$ cat config.mk
export PLATFORM = sky130hd
export DESIGN_NAME = query_bracket_splitter
export DESIGN_NICKNAME = d
export VERILOG_FILES = /design/src/qbs_pkg.sv /design/src/query_bracket_splitter.sv /design/src/qbs_stack.sv
export SDC_FILE = /design/constraint.sdc
export NUM_CORES = 1
export LEC_CHECK = 0
export BUFFER_PORTS_ARGS = -buffer_cell sky130_fd_sc_hd__buf_2
export CELL_PAD_IN_SITES_DETAIL_PLACEMENT = 1
export CELL_PAD_IN_SITES_GLOBAL_PLACEMENT = 1
export CORE_MARGIN = 2
export CORE_UTILIZATION = 45
export CTS_CLUSTER_DIAMETER = 50
export DETAILED_ROUTE_END_ITERATION = 7
export GPL_TIMING_DRIVEN = 0
export PLACE_DENSITY_LB_ADDON = 0.15
export SYNTH_ARGS = -nofsm -noshare
export SYNTH_HDL_FRONTEND = slang
export SYNTH_SLANG_ARGS = --single-unit
$ cat constraint.sdc
create_clock -name clk -period 5.1 [get_ports clk]
set_clock_uncertainty 0.1 [all_clocks]
set_input_delay 0.255 -clock clk [delete_from_list [all_inputs] [get_ports clk]]
set_output_delay 0.255 -clock clk [all_outputs]
set_load 0.01 [all_outputs]
$ cat src/qbs_pkg.sv
// Shared types and character codes for the query bracket splitter.
package qbs_pkg;

  localparam logic [7:0] CH_DASH   = 8'h2D;
  localparam logic [7:0] CH_QUOTE  = 8'h27;
  localparam logic [7:0] CH_LPAREN = 8'h28;
  localparam logic [7:0] CH_RPAREN = 8'h29;
  localparam logic [7:0] CH_LBRACE = 8'h7B;
  localparam logic [7:0] CH_RBRACE = 8'h7D;
  localparam logic [7:0] CH_BSLASH = 8'h5C;
  localparam logic [7:0] CH_CR     = 8'h0D;
  localparam logic [7:0] CH_LF     = 8'h0A;

  localparam logic [15:0] FIRST_LINE_RST = 16'd1;

  typedef enum logic [1:0] {
    MARK_NONE  = 2'd0,
    MARK_QUOTE = 2'd1,
    MARK_PAREN = 2'd2,
    MARK_BRACE = 2'd3
  } mark_t;

  typedef enum logic [2:0] {
    ST_CONT = 3'd0,
    ST_DONE = 3'd1,
    ST_ERR  = 3'd2,
    ST_EOI  = 3'd3,
    ST_OVF  = 3'd4
  } status_t;

  typedef enum logic {
    KIND_CHAR = 1'b0,
    KIND_END  = 1'b1
  } kind_t;

  typedef struct packed {
    logic  push;
    logic  pop;
    logic  clear;
    mark_t mark;
  } stack_op_t;

  typedef struct packed {
    logic  empty;
    logic  one;
    logic  full;
    mark_t top;
  } stack_stat_t;

  typedef struct packed {
    logic [7:0]  char_out;
    logic        keep;
    logic        withdraw_previous;
    status_t     status;
    logic [15:0] line_number;
    logic [15:0] column;
  } result_t;

endpackage

$ cat src/query_bracket_splitter.sv
// Query bracket splitter: splits a byte stream into queries, checks nesting.
//
// Input channel (in_valid / in_stall): one byte or end-of-input marker per
// transfer. Result channel (out_valid / out_stall): exactly one result per
// input transfer, in order, telling whether the byte is kept, whether the
// previously kept byte is withdrawn, the query status and line/column.
// Each result is registered in the output stage, or in the skid buffer.
// Throughput: one transfer per cycle unless in_stall is high; the nesting
// stack keeps its top and the entry below it in registers, so a push or pop
// never waits for the memory. Output register plus a one-entry skid buffer:
// while a result waits under out_stall, one more input is taken; in_stall
// rises only when both are full and is driven from a register.
// cfg_wr_en / cfg_wr_data write first_line; reset returns first_line to 1
// and loads the line counter from it, so the counter always starts at 1.
// Reset (rst_n low, synchronous) empties the stack, clears comment state,
// column and both output stages; no clearing pass is needed.
module query_bracket_splitter
  import qbs_pkg::*;
#(
  parameter int STACK_DEPTH = 64
) (
  input  logic        clk,
  input  logic        rst_n,
  input  logic        in_valid,
  output logic        in_stall,
  input  logic        in_kind,
  input  logic [7:0]  in_byte_value,
  output logic        out_valid,
  input  logic        out_stall,
  output logic [7:0]  out_char_out,
  output logic        out_keep,
  output logic        out_withdraw_previous,
  output logic [2:0]  out_status,
  output logic [15:0] out_line_number,
  output logic [15:0] out_column,
  input  logic        cfg_wr_en,
  input  logic [15:0] cfg_wr_data
);

  logic [15:0] first_line_r;
  logic [15:0] first_line_nxt;
  logic        in_comment_r;
  logic        in_comment_nxt;
  logic [7:0]  prev_r;
  logic [7:0]  prev_nxt;
  logic [15:0] line_r;
  logic [15:0] line_nxt;
  logic [15:0] col_r;
  logic [15:0] col_nxt;
  logic        accept;
  logic        out_fire;
  result_t     res;
  result_t     out_r;
  result_t     skid_r;
  logic        out_valid_r;
  logic        skid_valid_r;
  stack_op_t   sop;
  stack_stat_t sst;

  qbs_stack #(
    .STACK_DEPTH(STACK_DEPTH)
  ) u_stack (
    .clk  (clk),
    .rst_n(rst_n),
    .op   (sop),
    .stat (sst)
  );

  assign accept   = in_valid && !skid_valid_r;
  assign out_fire = out_valid_r && !out_stall;
  assign in_stall = skid_valid_r;

  assign first_line_nxt = !rst_n    ? FIRST_LINE_RST :
                          cfg_wr_en ? cfg_wr_data    : first_line_r;

  always_ff @(posedge clk) begin
    first_line_r <= first_line_nxt;
  end

  always_comb begin
    logic [7:0]  c;
    logic [15:0] col_inc;
    logic        restart;
    logic        top_quote;
    logic        depth_zero_after;
    c                = in_byte_value;
    col_inc          = (col_r == 16'hFFFF) ? col_r : col_r + 16'd1;
    restart          = 1'b0;
    top_quote        = !sst.empty && (sst.top == MARK_QUOTE);
    depth_zero_after = 1'b0;
    res              = '0;
    res.status       = ST_CONT;
    sop              = '0;
    sop.mark         = MARK_NONE;
    in_comment_nxt   = in_comment_r;
    prev_nxt         = prev_r;
    line_nxt         = line_r;
    col_nxt          = col_r;

    if (in_kind == KIND_END) begin
      res.status = sst.empty ? ST_EOI : ST_ERR;
      restart    = 1'b1;
    end else if (c != CH_CR) begin
      if (!in_comment_r) begin
        res.keep     = 1'b1;
        res.char_out = c;
        col_nxt      = col_inc;
        if (c == CH_DASH && prev_r == CH_DASH) begin
          res.keep              = 1'b0;
          res.char_out          = '0;
          res.withdraw_previous = 1'b1;
          col_nxt               = (col_inc >= 16'd2) ? col_inc - 16'd2 : 16'd0;
          in_comment_nxt        = 1'b1;
        end else if (top_quote) begin
          sop.pop = (c == CH_QUOTE);
        end else if (c == CH_QUOTE || c == CH_LPAREN || c == CH_LBRACE) begin
          if (sst.full) begin
            res.status = ST_OVF;
          end else begin
            sop.push = 1'b1;
            sop.mark = (c == CH_QUOTE)  ? MARK_QUOTE :
                       (c == CH_LPAREN) ? MARK_PAREN : MARK_BRACE;
          end
        end else if (c == CH_RPAREN || c == CH_RBRACE) begin
          if (sst.empty ||
              sst.top != ((c == CH_RPAREN) ? MARK_PAREN : MARK_BRACE)) begin
            res.status = ST_ERR;
          end else begin
            sop.pop = 1'b1;
          end
        end
        if (res.status != ST_CONT) begin
          res.keep     = 1'b0;
          res.char_out = '0;
          restart      = 1'b1;
        end
      end

      depth_zero_after = (sst.empty && !sop.push) || (sst.one && sop.pop);
      if (res.status == ST_CONT && c == CH_LF) begin
        line_nxt = line_r + 16'd1;
        col_nxt  = '0;
        if (prev_r == CH_BSLASH) begin
          res.keep     = 1'b0;
          res.char_out = '0;
        end else if (depth_zero_after) begin
          res.keep     = 1'b1;
          res.char_out = CH_LF;
          res.status   = ST_DONE;
          restart      = 1'b1;
        end else begin
          in_comment_nxt = 1'b0;
        end
      end
      prev_nxt = c;
    end

    res.line_number = line_nxt;
    res.column      = col_nxt;

    // start a new query after any final status
    if (restart) begin
      sop.clear      = 1'b1;
      in_comment_nxt = 1'b0;
      prev_nxt       = '0;
      col_nxt        = '0;
    end

    // no state moves without a transfer
    if (!accept) begin
      sop            = '0;
      sop.mark       = MARK_NONE;
      in_comment_nxt = in_comment_r;
      prev_nxt       = prev_r;
      line_nxt       = line_r;
      col_nxt        = col_r;
    end
  end

  always_ff @(posedge clk) begin
    if (!rst_n) begin
      in_comment_r <= 1'b0;
      prev_r       <= '0;
      line_r       <= first_line_nxt;
      col_r        <= '0;
    end else begin
      in_comment_r <= in_comment_nxt;
      prev_r       <= prev_nxt;
      line_r       <= line_nxt;
      col_r        <= col_nxt;
    end
  end

  // output register with skid stage
  always_ff @(posedge clk) begin
    if (!rst_n) begin
      out_valid_r  <= 1'b0;
      skid_valid_r <= 1'b0;
    end else if (!out_valid_r || out_fire) begin
      out_valid_r  <= skid_valid_r || accept;
      skid_valid_r <= 1'b0;
    end else if (accept) begin
      skid_valid_r <= 1'b1;
    end
  end

  always_ff @(posedge clk) begin
    if (!out_valid_r || out_fire) begin
      out_r <= skid_valid_r ? skid_r : res;
    end
    if (accept && out_valid_r && !out_fire) begin
      skid_r <= res;
    end
  end

  assign out_valid             = out_valid_r;
  assign out_char_out          = out_r.char_out;
  assign out_keep              = out_r.keep;
  assign out_withdraw_previous = out_r.withdraw_previous;
  assign out_status            = out_r.status;
  assign out_line_number       = out_r.line_number;
  assign out_column            = out_r.column;

`ifndef SYNTHESIS
  a_skid_needs_out : assert property (@(posedge clk) disable iff (!rst_n)
    skid_valid_r |-> out_valid_r)
    else $error("skid entry held without an output entry");

  a_skid_fill_on_stall : assert property (@(posedge clk) disable iff (!rst_n)
    $rose(skid_valid_r) |-> $past(out_valid_r && out_stall))
    else $error("skid filled while output was free");

  a_final_drops_byte : assert property (@(posedge clk) disable iff (!rst_n)
    out_valid_r && (out_r.status == ST_ERR || out_r.status == ST_OVF ||
                    out_r.status == ST_EOI) |-> !out_r.keep && out_r.column == 16'd0 ||
                    !out_r.keep)
    else $error("byte kept on a failing or end status");
`endif

endmodule

$ cat src/qbs_stack.sv
// Nesting mark stack: top and next-below in registers, the rest in a memory.
module qbs_stack
  import qbs_pkg::*;
#(
  parameter int STACK_DEPTH = 64
) (
  input  logic        clk,
  input  logic        rst_n,
  input  stack_op_t   op,
  output stack_stat_t stat
);

  localparam int DW = $clog2(STACK_DEPTH + 1);
  localparam int AW = $clog2(STACK_DEPTH);

  logic [DW-1:0] depth_r;
  logic [DW-1:0] depth_nxt;
  logic [AW-1:0] wr_ptr;
  logic [AW-1:0] rd_ptr;
  mark_t         top_r;
  mark_t         below_r;
  mark_t         mem [STACK_DEPTH-1];

  always_comb begin
    if (op.clear) begin
      depth_nxt = '0;
    end else if (op.push) begin
      depth_nxt = depth_r + DW'(1);
    end else if (op.pop) begin
      depth_nxt = depth_r - DW'(1);
    end else begin
      depth_nxt = depth_r;
    end
  end

  assign wr_ptr = AW'(depth_r - DW'(1));
  assign rd_ptr = AW'(depth_nxt - DW'(2));

  always_ff @(posedge clk) begin
    if (!rst_n) begin
      depth_r <= '0;
    end else begin
      depth_r <= depth_nxt;
    end
  end

  // mem[i] holds stack entry i for every i below depth - 1
  always_ff @(posedge clk) begin
    if (op.push && !op.clear) begin
      top_r <= op.mark;
      if (depth_r != '0) begin
        mem[wr_ptr] <= top_r;
      end
    end else if (op.pop && !op.clear) begin
      top_r <= below_r;
    end
    // keep below_r equal to the entry under the new top
    if (op.push && !op.clear) begin
      below_r <= top_r;
    end else if (depth_nxt >= DW'(2)) begin
      below_r <= mem[rd_ptr];
    end
  end

  assign stat.empty = (depth_r == '0);
  assign stat.one   = (depth_r == DW'(1));
  assign stat.full  = (depth_r == DW'(STACK_DEPTH));
  assign stat.top   = top_r;

endmodule

==> impl_metrics.csv <==
group,metric,value,unit
outcome,status,"complete, no violations",
detailed_routing,drt-wirelength-per-cell,22.14,um
placement,portBuffers,59,
critical_path,setup.worst_path.end_class,"register",
yosys,synth_top_area_cell,"edfxtp_1",
timing,fin_crit_sh,0.9606,
cells_and_area,post-route-util,0.5376,
detailed_routing,drtIter0Drc,631,
yosys,ys_warn_count,0,
critical_path,reg2reg_from,"u_stack.depth_r[0]",
critical_path,worstSetupPathType,"reg -> reg",
yosys,yosysMostFrequentCell,"edfxtp_1",
floorplan,die_w,175.2,um
grt,top_usage_layer,"met2",
yosys,ys.flop_type,"edfxtp_1",
yosys,syn_area,13190,um^2
yosys,synth_compound_area_frac,0.1062,
clock_tree,clock_sinks,270,
run,cap_viol_max_count,0,
yosys,syn_nets,1135,
yosys,synthSimpleGateAreaFrac,0.1685,
floorplan,start_util,0.4584,
cells_and_area,final_nets,1248,
critical_path,critPathMaxStageDelay,0.36,ns
timing,setup-violations-final,0,
grt,grt_max_degree,38,
hold_path,whs_path_depth,3,
cells_and_area,area_growth,17.29,%
yosys,synth-edff-count,236,
placement,gp_congestion,0.8458,
yosys,synthArstFlopShare,0,
clock_tree,clock_path_buffers,3,
yosys,ys_ff_latch,270,
timing,hold_viol,0,
placement,placed_area,14140,um^2
yosys,ys_seq_area_frac,0.5888,
yosys,synthTopCellsByCount,"edfxtp_1, nor2_1, nand2_1, mux2_2, o21ai_0",
critical_path,r2r_slack,0.20,ns
detailed_routing,vias,9411,
clock_tree,cts_tree,"done",
pwr,p_leak,5.448,nW
pwr,power,0.004947,W
grt,grt_usage,0.2372,
timing,period_needed,4.899,ns
yosys,synth_top_cell_area_share,0.5372,
critical_path,crit_path_max_fanout,10,
critical_path,r2r_cells,20,
floorplan,die_h,175.2,um
yosys,synth.distinct_cells,96,
grt,use_met2,0.3962,
floorplan,dieArea,30700,um^2
cells_and_area,stdcell_area,15470,um^2
critical_path,crit_arrival,5.05,ns
timing,finalMaxSlewViolations,0,
timing,fmax,0.2041,GHz
yosys,synth_mux_area_frac,0.08128,
pwr,ir_drop,262.0,uV
hold_path,min_from,"in_byte_value[3]",
detailed_routing,first_pass_iters,5,
timing,rsz0062_at_grt,"false",
critical_path,cp-start-kind,"register",
grt,grt_pass1_vias,9865,
grt,gr-usage-met1,0.3267,
critical_path,crit_chain,"buf_4 > inv_1 > ha_2 > nor3b_4 > and2_2 > nor3b_2 > a211o_1 > o21ba_1 > buf_6 > nor3_4 > inv_2 > clkbuf_4 > ha_4 > buf_8 > clkbuf_8 > mux4_2 > a21oi_1 > a21oi_1 > a32oi_1 > o211ai_1",
pwr,powerDensity,319.7,nW/um^2
yosys,synth-xor-area-share,0.02456,
clock_tree,clkSlewWorstSetupHoldPaths,0.06,ns
clock_tree,cts_made_buffers,34,
grt,antenna_found_initial,0,
yosys,syn_avg_cell_area,12.00,um^2
timing,worst_slew_pin_slew,1.295,ns
floorplan,num_rows,62,
detailed_routing,routed_wirelength,35830,um
grt,grt_pass1_wl,56480,um
grt,grt-ovfl-total,0,
yosys,synthCells,1099,
detailed_routing,viasPerCell,5.816,
yosys,synth_top_family_by_area,"simple AND/OR/NAND/NOR gates",
detailed_routing,drc,0,
clock_tree,clk_latency,0.52,ns
clock_tree,htreeDepth,2,
yosys,synth_area_leaders,"edfxtp_1, dfxtp_1, mux2_2",
detailed_routing,ant_nets,0,
grt,global_route.usage.met3,0.03285,
yosys,synth_fa_ha_area_frac,0.005690,
clock_tree,cts_root_buf,"clkbuf_16",
hold_path,min_to,"prev_r[3]",
cells_and_area,antennaDiodeCount,0,
hold_path,hp-class,"in -> reg",
floorplan,io_pins,77,
critical_path,r2r_end,"u_stack.below_r[1]",
cells_and_area,drive_gt1_frac,0.2115,
placement,hpwlAfterDp,24780,um
floorplan,coreArea,28780,um^2
timing,relSlewSlack,0.1288,
critical_path,required,5.25,ns
critical_path,slowest_stage,"dfxtp_1",
critical_path,crit_top_cell,"a21oi_1",
through the flow:
stage	hold slack (ns)	setup WS, ns	setup TNS, ns	instances
5_1_grt	0.02778	0.04966	0	1618
3_3_place_gp	0.3450	-1.963	-36.89	1542
2_1_floorplan	0.2910	0.08228	0	1099
4_1_cts	0.01193	0.03210	0	1616
6_report	0.01664	0.2009	0	1618
3_5_place_dp	0.3509	-1.645	-3.283	1549
cell type report:
type,count,area (um^2)
Timing Repair Buffer,77,558.0
Fill cell,3014,13310
Buffer,51,286.5
Tap cell,384,480.5
Clock buffer,40,904.6
Multi-Input combinational cell,758,5261
Sequential cell,270,7767
Inverter,20,75.07
Clock inverter,18,140.1
how the worst max path moves through the flow:
| stage | from | endpoint | cells after the start |
|---|---|---|---|
| 5_1_grt | u_stack.depth_r[0] | u_stack.below_r[1] | 20 |
| 6_report | u_stack.depth_r[0] | u_stack.below_r[1] | 20 |
| 3_3_place_gp | u_stack.top_r[0] | u_stack.below_r[1] | 16 |
| 4_1_cts | u_stack.depth_r[0] | u_stack.below_r[1] | 19 |
| 3_5_place_dp | u_stack.depth_r[0] | u_stack.below_r[0] | 20 |
| 2_1_floorplan | u_stack.depth_r[0] | u_stack.below_r[1] | 19 |
power breakdown:
part	switching [W]	leakage [nW]	internal, W
registers	0.0000194	2.53	0.00245
clock network	0.000931	0.510	0.00133
logic	0.000140	2.41	0.0000842
critical path: cells and delay by family (launching register included):
| family | cells | cell delay [ns] |
|---|---|---|
| buffers and inverters | 7 | 1.21 |
| AO/OA/AOI/OAI | 6 | 1.14 |
| AND/OR/NAND/NOR | 4 | 0.89 |
| adder cells (fa/ha/maj) | 2 | 0.56 |
| flip-flops | 1 | 0.36 |
| multiplexers | 1 | 0.35 |
cell usage in the layout, fill, tap and decap left out, types with 7 or more instances in the layout:
cell	netlist	routed
inv_1	19	19
xnor2_1	21	20
clkbuf_1	35	36
buf_4	2	9
or3_1	13	13
mux4_2	12	12
a21o_1	7	7
clkbuf_16	0	35
and2_1	29	29
mux2_2	52	52
nand2_1	104	103
nor2b_1	8	8
or4_1	8	8
buf_2	7	63
xor2_1	16	15
nand2b_1	11	11
o21ai_0	50	49
nand3_1	38	37
nor4_1	10	7
dfxtp_1	34	34
nand4_1	12	12
mux2i_1	19	19
a31oi_1	13	13
edfxtp_1	236	236
o211ai_1	7	7
and3_1	12	12
a21oi_1	41	39
nor2_1	125	124
a22o_1	8	8
nor3_1	21	21
sequential cells by signal (all words and copies together), names as in the netlist, 3 cells and up:
signal,cells
col_r,16
line_r,16
out_char_out,8
out_column,16
out_line_number,16
out_status,3
prev_r,8
skid_r,45
u_stack.depth_r,7
u_stack.mem,126
layer usage:
layer | share of wire | up-vias | routed length [um]
li1 | - | 4378 | -
met1 | 0.45 | 4756 | 16070
met2 | 0.48 | 223 | 17230
met3 | 0.050 | 54 | 1788
met4 | 0.020 | 0 | 733
met5 | 0 | - | 0
cells by family after synthesis:
| family | Yosys count |
|---|---|
| AND/OR/NAND/NOR | 431 |
| flip-flops | 270 |
| XOR/XNOR | 37 |
| adder cells (fa/ha/maj) | 6 |
| buffers and inverters | 71 |
| AO/OA/AOI/OAI | 200 |
| multiplexers | 84 |
timing repair:
item | 4_1_cts | 5_1_grt
pin swaps | 2 | 1
gates cloned | 0 | 0
gates resized for setup | 21 | 19
endpoints found under the hold margin | 6 | 0
hold buffers | 6 | 0
setup buffers | 3 | 2
endpoints found under the setup margin | 2 | 16
Power figures use the tool's default switching activity.
